**src/hdl/nnk8_pkg.sv**
```systemverilog
// shared types, widths and helpers of the k-nearest-neighbour selector
package nnk8_pkg;

    localparam int COORD_W = 16;
    localparam int INDEX_W = 16;
    localparam int SQ_W    = 32;
    localparam int DIST_W  = 34;
    localparam int RANK_W  = 3;

    // candidate distance and index as produced by the distance pipeline
    typedef struct packed {
        logic [DIST_W-1:0]  dist_sq;
        logic [INDEX_W-1:0] idx;
    } cand_t;

    // candidate leaving the distance pipeline with its run marks
    typedef struct packed {
        cand_t cand;
        logic  first;
        logic  last;
    } item_t;

    // what one cell hands to its neighbour further down the chain
    typedef struct packed {
        logic               prec;
        logic               valid;
        logic [DIST_W-1:0]  dist_sq;
        logic [INDEX_W-1:0] idx;
    } link_t;

    // slot contents after the current insertion, used for the output snapshot
    typedef struct packed {
        logic               valid;
        logic [DIST_W-1:0]  dist_sq;
        logic [INDEX_W-1:0] idx;
    } entry_t;

    // magnitude of the difference of two signed coordinates, always fits 16 bits
    function automatic logic [COORD_W-1:0] abs_diff(
        input logic [COORD_W-1:0] a,
        input logic [COORD_W-1:0] b
    );
        logic signed [COORD_W:0] d;
        logic signed [COORD_W:0] m;
        begin
            d = $signed({a[COORD_W-1], a}) - $signed({b[COORD_W-1], b});
            m = d[COORD_W] ? -d : d;
            return m[COORD_W-1:0];
        end
    endfunction

endpackage

```
**src/hdl/nearest_neighbors_k8_select.sv**
```systemverilog
// top level of the streaming k-nearest-neighbour selector
// Takes one candidate point per cycle while s_tready is high. Each transaction
// passes a distance pipeline (absolute difference, 16x16 squares, sum) and then
// enters a chain of NEIGHBOR_COUNT cells that insert it into the list kept
// in ascending distance order, lower index first on equal distance. On a
// transaction marked tlast the updated list is copied into an output shift
// register and drained as NEIGHBOR_COUNT results, one per cycle while m_tready
// is high; the input keeps flowing during the drain. If a tlast transaction
// reaches the chain while the previous run is still draining, s_tready drops
// until the drain completes. Empty slots come out with index and distance zero
// and slot_valid low.
module nearest_neighbors_k8_select #(
    parameter int NEIGHBOR_COUNT = 8
) (
    input  logic          aclk,
    input  logic          aresetn,
    input  logic          s_tvalid,
    output logic          s_tready,
    // query_x, query_y, query_z, point_x, point_y, point_z, point_index
    input  logic [111:0]  s_tdata,
    // first_of_query
    input  logic          s_tuser,
    input  logic          s_tlast,
    output logic          m_tvalid,
    input  logic          m_tready,
    // neighbor_index, distance_sq, rank, 3 zero bits
    output logic [55:0]   m_tdata,
    // slot_valid
    output logic          m_tuser,
    output logic          m_tlast
);

    localparam int CW = $clog2(NEIGHBOR_COUNT + 1);

    logic                              en;
    logic                              item_valid;
    nnk8_pkg::item_t                   item;
    logic                              ins_en;
    logic                              load;
    logic                              drain;
    nnk8_pkg::link_t                   links [NEIGHBOR_COUNT+1];
    nnk8_pkg::entry_t                  snaps [NEIGHBOR_COUNT];
    nnk8_pkg::entry_t                  shadow_reg [NEIGHBOR_COUNT];
    logic [CW-1:0]                     out_cnt_reg;
    logic [nnk8_pkg::RANK_W-1:0]       rank_reg;

    // stall only when a run end meets an output still draining
    assign en     = !(item_valid && item.last && (out_cnt_reg != '0));
    assign ins_en = en && item_valid;
    assign load   = ins_en && item.last;
    assign drain  = m_tvalid && m_tready;

    assign s_tready = en;

    nnk8_dist u_dist (
        .aclk           (aclk),
        .aresetn        (aresetn),
        .en             (en),
        .in_valid       (s_tvalid),
        .query_x        (s_tdata[15:0]),
        .query_y        (s_tdata[31:16]),
        .query_z        (s_tdata[47:32]),
        .point_x        (s_tdata[63:48]),
        .point_y        (s_tdata[79:64]),
        .point_z        (s_tdata[95:80]),
        .point_index    (s_tdata[111:96]),
        .first_of_query (s_tuser),
        .last_of_query  (s_tlast),
        .out_valid      (item_valid),
        .out_item       (item)
    );

    // insertion chain, slot 0 nearest
    assign links[0] = '0;

    for (genvar g = 0; g < NEIGHBOR_COUNT; g++) begin : g_cell
        nnk8_cell u_cell (
            .aclk    (aclk),
            .aresetn (aresetn),
            .en      (ins_en),
            .clr     (item.first),
            .cand    (item.cand),
            .prev    (links[g]),
            .link    (links[g+1]),
            .snap    (snaps[g])
        );
    end

    // output shift register: snapshot on run end, shift one per transaction
    always_ff @(posedge aclk) begin
        if (load) begin
            for (int i = 0; i < NEIGHBOR_COUNT; i++) begin
                shadow_reg[i] <= snaps[i].valid ? snaps[i] : '0;
            end
        end else if (drain) begin
            for (int i = 0; i < NEIGHBOR_COUNT - 1; i++) begin
                shadow_reg[i] <= shadow_reg[i+1];
            end
        end
    end

    // remaining result count and rank of the head result
    always_ff @(posedge aclk) begin
        if (!aresetn) begin
            out_cnt_reg <= '0;
            rank_reg    <= '0;
        end else if (load) begin
            out_cnt_reg <= CW'(NEIGHBOR_COUNT);
            rank_reg    <= '0;
        end else if (drain) begin
            out_cnt_reg <= out_cnt_reg - CW'(1);
            rank_reg    <= rank_reg + nnk8_pkg::RANK_W'(1);
        end
    end

    assign m_tvalid = (out_cnt_reg != '0);
    assign m_tdata  = {3'b000, rank_reg, shadow_reg[0].dist_sq, shadow_reg[0].idx};
    assign m_tuser  = shadow_reg[0].valid;
    assign m_tlast  = (out_cnt_reg == CW'(1));

    // input is only held back while results are pending
    a_stall_only_when_busy: assert property (@(posedge aclk) disable iff (!aresetn)
        !s_tready |-> m_tvalid)
        else $error("input stalled with no results pending");

    // a snapshot starts a full run of results
    a_load_full_run: assert property (@(posedge aclk) disable iff (!aresetn)
        load |=> (out_cnt_reg == CW'(NEIGHBOR_COUNT)) && (rank_reg == '0))
        else $error("snapshot did not start a full run");

    // the last result of a run empties the output
    a_run_end_idle: assert property (@(posedge aclk) disable iff (!aresetn)
        (m_tvalid && m_tready && m_tlast) |=> !m_tvalid)
        else $error("output still valid after last result");

    // filled slots form a prefix of the run
    a_valid_prefix: assert property (@(posedge aclk) disable iff (!aresetn)
        (m_tvalid && m_tready && !m_tuser && !m_tlast) |=> !m_tuser)
        else $error("filled slot after an empty one");

endmodule

```
**src/hdl/nnk8_dist.sv**
```systemverilog
// three-stage squared euclidean distance pipeline
module nnk8_dist (
    input  logic                          aclk,
    input  logic                          aresetn,
    input  logic                          en,
    input  logic                          in_valid,
    input  logic [nnk8_pkg::COORD_W-1:0]  query_x,
    input  logic [nnk8_pkg::COORD_W-1:0]  query_y,
    input  logic [nnk8_pkg::COORD_W-1:0]  query_z,
    input  logic [nnk8_pkg::COORD_W-1:0]  point_x,
    input  logic [nnk8_pkg::COORD_W-1:0]  point_y,
    input  logic [nnk8_pkg::COORD_W-1:0]  point_z,
    input  logic [nnk8_pkg::INDEX_W-1:0]  point_index,
    input  logic                          first_of_query,
    input  logic                          last_of_query,
    output logic                          out_valid,
    output nnk8_pkg::item_t               out_item
);

    logic [2:0]                        valid_reg;
    logic [nnk8_pkg::COORD_W-1:0]      absx_reg;
    logic [nnk8_pkg::COORD_W-1:0]      absy_reg;
    logic [nnk8_pkg::COORD_W-1:0]      absz_reg;
    logic [nnk8_pkg::SQ_W-1:0]         sqx_reg;
    logic [nnk8_pkg::SQ_W-1:0]         sqy_reg;
    logic [nnk8_pkg::SQ_W-1:0]         sqz_reg;
    logic [nnk8_pkg::INDEX_W-1:0]      idx1_reg;
    logic [nnk8_pkg::INDEX_W-1:0]      idx2_reg;
    logic [1:0]                        mark1_reg;
    logic [1:0]                        mark2_reg;
    nnk8_pkg::item_t                   item_reg;

    // stage valid bits, the whole pipe moves together on en
    always_ff @(posedge aclk) begin
        if (!aresetn) begin
            valid_reg <= '0;
        end else if (en) begin
            valid_reg <= {valid_reg[1:0], in_valid};
        end
    end

    // stage 1: per-axis magnitude of difference
    always_ff @(posedge aclk) begin
        if (en) begin
            absx_reg  <= nnk8_pkg::abs_diff(query_x, point_x);
            absy_reg  <= nnk8_pkg::abs_diff(query_y, point_y);
            absz_reg  <= nnk8_pkg::abs_diff(query_z, point_z);
            idx1_reg  <= point_index;
            mark1_reg <= {first_of_query, last_of_query};
        end
    end

    // stage 2: one 16x16 square per axis
    always_ff @(posedge aclk) begin
        if (en) begin
            sqx_reg   <= absx_reg * absx_reg;
            sqy_reg   <= absy_reg * absy_reg;
            sqz_reg   <= absz_reg * absz_reg;
            idx2_reg  <= idx1_reg;
            mark2_reg <= mark1_reg;
        end
    end

    // stage 3: sum of squares
    always_ff @(posedge aclk) begin
        if (en) begin
            item_reg.cand.dist_sq <= nnk8_pkg::DIST_W'(sqx_reg)
                                   + nnk8_pkg::DIST_W'(sqy_reg)
                                   + nnk8_pkg::DIST_W'(sqz_reg);
            item_reg.cand.idx     <= idx2_reg;
            item_reg.first        <= mark2_reg[1];
            item_reg.last         <= mark2_reg[0];
        end
    end

    assign out_valid = valid_reg[2];
    assign out_item  = item_reg;

endmodule

```
**src/hdl/nnk8_cell.sv**
```systemverilog
// one slot of the sorted insertion chain
module nnk8_cell (
    input  logic              aclk,
    input  logic              aresetn,
    input  logic              en,
    input  logic              clr,
    input  nnk8_pkg::cand_t   cand,
    input  nnk8_pkg::link_t   prev,
    output nnk8_pkg::link_t   link,
    output nnk8_pkg::entry_t  snap
);

    logic                           valid_reg;
    logic [nnk8_pkg::DIST_W-1:0]    dist_reg;
    logic [nnk8_pkg::INDEX_W-1:0]   idx_reg;
    logic                           valid_next;
    logic [nnk8_pkg::DIST_W-1:0]    dist_next;
    logic [nnk8_pkg::INDEX_W-1:0]   idx_next;
    logic                           eff_valid;
    logic                           prec;

    // a first mark empties the slot for this transaction
    assign eff_valid = valid_reg & ~clr;

    // candidate goes before this slot: empty, nearer, or equal and lower index
    assign prec = !eff_valid
                || (cand.dist_sq < dist_reg)
                || ((cand.dist_sq == dist_reg) && (cand.idx < idx_reg));

    // shift down from the upper neighbour, take the candidate, or hold
    always_comb begin
        priority if (prev.prec) begin
            valid_next = prev.valid;
            dist_next  = prev.dist_sq;
            idx_next   = prev.idx;
        end else if (prec) begin
            valid_next = 1'b1;
            dist_next  = cand.dist_sq;
            idx_next   = cand.idx;
        end else begin
            valid_next = eff_valid;
            dist_next  = dist_reg;
            idx_next   = idx_reg;
        end
    end

    always_ff @(posedge aclk) begin
        if (!aresetn) begin
            valid_reg <= 1'b0;
        end else if (en) begin
            valid_reg <= valid_next;
        end
    end

    always_ff @(posedge aclk) begin
        if (en) begin
            dist_reg <= dist_next;
            idx_reg  <= idx_next;
        end
    end

    assign link.prec    = prec;
    assign link.valid   = eff_valid;
    assign link.dist_sq = dist_reg;
    assign link.idx     = idx_reg;

    assign snap.valid   = valid_next;
    assign snap.dist_sq = dist_next;
    assign snap.idx     = idx_next;

endmodule
```
**config.mk**
```make
export PLATFORM = sky130hd
export DESIGN_NAME = nearest_neighbors_k8_select
export DESIGN_NICKNAME = d
export VERILOG_FILES = /design/src/hdl/nnk8_pkg.sv /design/src/hdl/nearest_neighbors_k8_select.sv /design/src/hdl/nnk8_dist.sv /design/src/hdl/nnk8_cell.sv
export SDC_FILE = /design/constraint.sdc
export NUM_CORES = 2
export LEC_CHECK = 0
export BUFFER_PORTS_ARGS = -buffer_cell sky130_fd_sc_hd__buf_4
export CAP_MARGIN = 20
export CORE_MARGIN = 4
export CORE_UTILIZATION = 35
export DETAILED_ROUTE_END_ITERATION = 8
export MAX_ROUTING_LAYER = met4
export PLACE_DENSITY = 0.48
export SETUP_SLACK_MARGIN = 0.2
export SLEW_MARGIN = 20
export SYNTH_ARGS = -nofsm -noshare
export SYNTH_HDL_FRONTEND = slang
export SYNTH_SLANG_ARGS = --single-unit
```
**constraint.sdc**
```tcl
create_clock -name aclk -period 54.4 [get_ports aclk]
set_input_delay 2.72 -clock aclk [delete_from_list [all_inputs] [get_ports aclk]]
set_output_delay 2.72 -clock aclk [all_outputs]
set_load 0.03 [all_outputs]
```
Word level (Yosys, flattened, before mapping)
Memories as Yosys holds them, arrays and structs flattened. Index checks and enable logic that the tools add are counted.

Bits in registers: 650. Bits in writable memories: 408. Input port bits: 118. Output and inout port bits: 60. Memories kept: 1.

Add/sub/neg operators: 10. Multiply operators: 3. $lt $le $gt $ge: 16. Equality and inequality tests: 9. Muxes and demuxes: 70. Bitwise logic cells: 17. Reductions and logical operators: 41.

Memories: shadow_reg (words 8, bits a word 51, rd ports 8, clocked after Yosys merged registers in 0, wr ports 8, RTL line nearest_neighbors_k8_select.sv:43) `nnk8_pkg::entry_t shadow_reg [NEIGHBOR_COUNT];`.

Operators by type and width (count): 51-bit 2-to-1 mux (15); 34-bit 2-to-1 mux (15); 16-bit 2-to-1 mux (18); 34-bit equality test (8); 34-bit less-than comparator (8); 16-bit less-than comparator (8); 16-bit by 16-bit multiplier with 32-bit output (3); 16-bit by 16-bit subtractor with 17-bit output (3); 16-bit negation (3); 34-bit by 32-bit adder with 34-bit output (1); 32-bit by 32-bit adder with 33-bit output (1); 1-bit 2-to-1 mux (20); 1-bit logical OR (16); 1-bit logical AND (13); 1-bit zero test (9); 1-bit AND (8); 4-bit 2-to-1 mux (2); 1-bit OR (7); 4-bit by 1-bit equality test with 1-bit output (second input constant) (1); 4-bit nonzero test (1); 4-bit by 1-bit subtractor with 4-bit output (second input constant) (1); 3-bit by 1-bit adder with 3-bit output (second input constant) (1); 1-bit inverter (2); 2-bit nonzero test (1); 2-bit OR reduction (1).

Depth between registers and ports, before layout
Depth in word-level cells: 9. Gate-level depth with buffers: 27. Depth with buffers taken out: 25.

Modules after synthesis
From an unflattened synthesis, not the netlist that was laid out.

Cell total of the unflattened synthesis: 8495. Area, all modules: 85106.6 µm².

By module, submodules not included: nnk8_dist (times used 1, cells an instance 3561, area an instance 34518.1 µm²); nnk8_cell at g_cell[1].u_cell ... (times used 7, cells an instance 401, area an instance 3922.5 µm²); nearest_neighbors_k8_select (times used 1, cells an instance 1779, area an instance 18908.1 µm²); nnk8_cell at g_cell[0].u_cell (times used 1, cells an instance 348, area an instance 4222.8 µm²).

Least setup slack after synthesis
OpenSTA, ideal clock, no wires.

Path kind: reg2reg. From: register out_cnt_reg[0]. To: memory shadow_reg[0][0] (netlist name) (enable). Setup time: 0.736 ns. Data arrival time: 18.445 ns. Required time: 53.664 ns. Slack: 35.220 ns. Stages on the path, launching flop included: 10. Path buffers: 1. Cell sequence: dfxtp_1 -> inv_1 -> ha_1 -> nand2_1 -> nand2_1 -> nand2_1 -> inv_1 -> nand2_1 -> clkbuf_1 -> nand2_1.

RTL lines: from (decl) (RTL line nearest_neighbors_k8_select.sv:44) `logic [CW-1:0] out_cnt_reg;`; from (signal assigned) (RTL line nearest_neighbors_k8_select.sv:108) `out_cnt_reg <= CW'(NEIGHBOR_COUNT);`; from (signal assigned) (RTL line nearest_neighbors_k8_select.sv:111) `out_cnt_reg <= out_cnt_reg - CW'(1);`; to (decl) (RTL line nearest_neighbors_k8_select.sv:43).

Worst setup path after layout
From: register u_dist.absy_reg[1] (netlist name). To: register u_dist.sqy_reg[30] (netlist name) (data pin).

Word-level cells in the longest chain between the ends: 1.

Ends and longest elaborated chain: from (decl) (RTL line nnk8_dist.sv:22) `logic [nnk8_pkg::COORD_W-1:0] absy_reg;`; from (signal assigned) (RTL line nnk8_dist.sv:46) `absy_reg <= nnk8_pkg::abs_diff(query_y, point_y);`; 16-bit by 16-bit multiplier with 32-bit output (RTL line nnk8_dist.sv:57) `sqy_reg <= absy_reg * absy_reg;`; to (signal assigned) (RTL line nnk8_dist.sv:57); to (decl) (RTL line nnk8_dist.sv:25) `logic [nnk8_pkg::SQ_W-1:0] sqy_reg;`.

No other way between the ends. A chain may end at the register's enable or synchronous reset.

==> flow_summary.json <==
{
  "relSlewSlack_pct": 21.83,
  "start_util_pct": 35.21,
  "cts_hold_buf": 0,
  "die_y_microns": 497.6,
  "grt_setup_unrepaired": "false",
  "finalSetupViolCount": 0,
  "cts_max_path_buffers": 3,
  "core_area_sq_um": 238300,
  "synth-simple-area-share_pct": 10.61,
  "fin_tns_setup_ns": 0,
  "clock.fmax_mhz": 139.0,
  "grt_pass1_wl_microns": 362200,
  "worst_clock_skew_ns": 0.04710,
  "h-tree-depth": 4,
  "cp-start-kind": "register",
  "rrSetupSlack_ns": 47.20,
  "synth.most_common_cell": "inv_1",
  "worst_ep_arrival_time_ns": 7.69,
  "status": "finished clean",
  "viasPerCell": 5.164,
  "synth_compound_area_share_pct": 12.42,
  "ys_seq_elements": 1055,
  "drv_slew": 0,
  "synth_warnings": 0,
  "post_route_cells_drive_above_1_share_pct": 8.044,
  "synthFlopType": "edfxtp_1",
  "die-area_sq_um": 247600,
  "gr-total-overflow": 0,
  "clkTransAtPathRegs_ns": 0.06,
  "ios": 178,
  "wl_per_cell_microns": 20.06,
  "fin_crit_sh_pct": 13.23,
  "criticalPathCategory": "reg -> reg",
  "critPathLaunch": "u_dist.absy_reg[1]",
  "synth_top_area_cell": "edfxtp_1",
  "rows": 179,
  "routed_wl_microns": 230400,
  "r2r_end": "u_dist.sqy_reg[30]",
  "hold_viol_final": 0,
  "first_pass_iters": 6,
  "final_cell_area_sq_um": 92640,
  "fin_crit_ns": 7.196,
  "antenna_found_initial": 2,
  "avgSynthCellArea_sq_um": 10.17,
  "cts.sinks": 1055,
  "syn_area_sq_um": 83910,
  "cap_violations": 0,
  "synth_common_cells": "inv_1, edfxtp_1, ha_1",
  "cts-root-buf": "clkbuf_16",
  "dpl_cell_area_sq_um": 88250,
  "syn-instance-count": 8249,
  "nNetsFinal": 9635,
  "crit_fanout": 19,
  "hold_path_class": "reg -> reg",
  "cp-endpoint": "u_dist.sqy_reg[30]",
  "vias": 59310,
  "place_hpwl_microns": 161400,
  "synth.distinct_cells": 84,
  "netlist.area_leader.share_pct": 37.11,
  "largest_reg_flops": 408,
  "ctsResizeCount": 0,
  "synth-xor-area-share_pct": 2.443,
  "fp.dieW_microns": 497.6,
  "post_cts_buffers": 0,
  "synth-seq-area-share_pct": 37.54,
  "cts_buffers": 134,
  "grt_max_degree": 180,
  "cp.required_ns": 54.90,
  "reg2reg_from": "u_dist.absy_reg[1]",
  "drtIter0Drc": 3812,
  "worst_pin_slew_ns": 1.162,
  "portBuffers": 174,
  "drc_errors": 0,
  "synth_edf_count": 1037,
  "post_synth_mux_area_share_pct": 5.082,
  "async_flop_share_pct": 0,
  "area_growth_pct": 10.40,
  "crit_path_end_kind": "register",
  "yosys.area_share.adder_pct": 23.81,
  "antenna_left": 0,
  "synthTopCellsByArea": "edfxtp_1, ha_1, fa_1",
  "grt_usage_pct": 18.99,
  "grt_pass1_vias": 61330,
  "gp_congestion": 0.8680,
  "clkLatencyLatePin_ns": 0.79,
  "cts_tree": "built",
  "synth_top_family_by_area": "adder cells",
  "worst-r2r-cell-count": 24
}
-- layout make-up --
cell class                      instances  area [sq um]
Sequential cell                      1055         31500
Clock inverter                         74         830.8
Timing Repair Buffer                  272          2112
Tap cell                             3167          3963
Antenna cell                            1         2.502
Fill cell                           23540        145700
Multi-Input combinational cell       5457         45850
Inverter                             1294          4867
Clock buffer                          165          3512
-- per-stage QoR --
step / instances / hold slack, ns / setup WS, ns / utilization [%]
floorplan: 8251 / 0.4003 / 35.22 / -
global placement: 11240 / 0.4030 / 47.14 / 37.03
detailed placement: 11240 / 0.4052 / 47.21 / 37.04
CTS: 11480 / 0.4077 / 47.19 / 38.86
global route: 11490 / 0.4214 / 46.85 / 38.87
finish: 11490 / 0.4060 / 47.20 / 38.87
-- worst max-delay path, cell delays in order (launching register included) --
cell      delay, ns
edfxtp_1       0.67
and2_1         0.32
fa_1           0.48
inv_1          0.06
fa_1           0.53
inv_1          0.05
fa_1           0.50
inv_1          0.06
fa_1           0.52
inv_1          0.04
fa_1           0.47
inv_1          0.05
fa_1           0.47
inv_1          0.04
ha_1           0.34
a21oi_1        0.14
o21ai_0        0.12
or3_1          0.33
o211ai_1       0.42
o21ai_1        0.20
a41o_1         0.29
o41ai_1        0.44
o21bai_1       0.12
a21oi_1        0.19
xnor2_1        0.07
-- cell usage in the layout (no fill, tap or decap), types with 61 or more instances in the layout --
| master | netlist | final |
|---|---|---|
| a21o_1 | 178 | 178 |
| a21oi_1 | 385 | 384 |
| and2_1 | 169 | 168 |
| buf_4 | 53 | 266 |
| clkbuf_16 | 0 | 136 |
| edfxtp_1 | 1037 | 1037 |
| fa_1 | 490 | 490 |
| ha_1 | 813 | 813 |
| inv_1 | 1292 | 1291 |
| mux2_2 | 102 | 102 |
| mux2i_1 | 255 | 255 |
| nand2_1 | 736 | 730 |
| nand3_1 | 98 | 94 |
| nand4_1 | 138 | 138 |
| nor2_1 | 325 | 322 |
| nor3_1 | 94 | 94 |
| o211ai_1 | 165 | 165 |
| o21ai_0 | 447 | 447 |
| o21ai_1 | 75 | 74 |
| or2_2 | 61 | 61 |
| xnor2_1 | 179 | 179 |
-- layer usage --
metal,part of all wire [%],up-vias,track usage [%]
met5,0,-,-
met1,45,29520,24.85
met2,49,1099,31.87
li1,-,28460,-
met3,3.7,234,2.045
met4,2.0,0,4.086
-- how the worst min path moves through the flow --
stage	startpoint	end	slack (ns)	depth (start not counted)
after global placement	u_dist.idx1_reg[7]	u_dist.idx2_reg[7]	0.40	0
after detailed placement	u_dist.mark1_reg[1]	u_dist.mark2_reg[1]	0.41	0
after CTS	u_dist.idx2_reg[15]	u_dist.out_item[17]	0.41	0
after floorplan	u_dist.idx1_reg[0]	u_dist.idx2_reg[0]	0.40	0
final	u_dist.idx2_reg[15]	u_dist.out_item[17]	0.41	0
after global routing	u_dist.idx2_reg[1]	u_dist.out_item[3]	0.42	0
-- logic make-up (layout without fill, tap and decap cells) --
kind of cell / after synthesis / count (layout)
AOI/OAI and AO/OA: 1654 / 1654
xor gates and xnor gates: 234 / 234
adders and majority gates: 1303 / 1303
buffers and inverters: 1739 / 1805
DFF: 1055 / 1055
muxes: 407 / 407
other: 1 / 4
and+or+nand+nor: 1856 / 1856
Power is left out: the tool's default activity adds up to more than one toggle a clock period on the data nets, which glitch-free logic cannot reach.
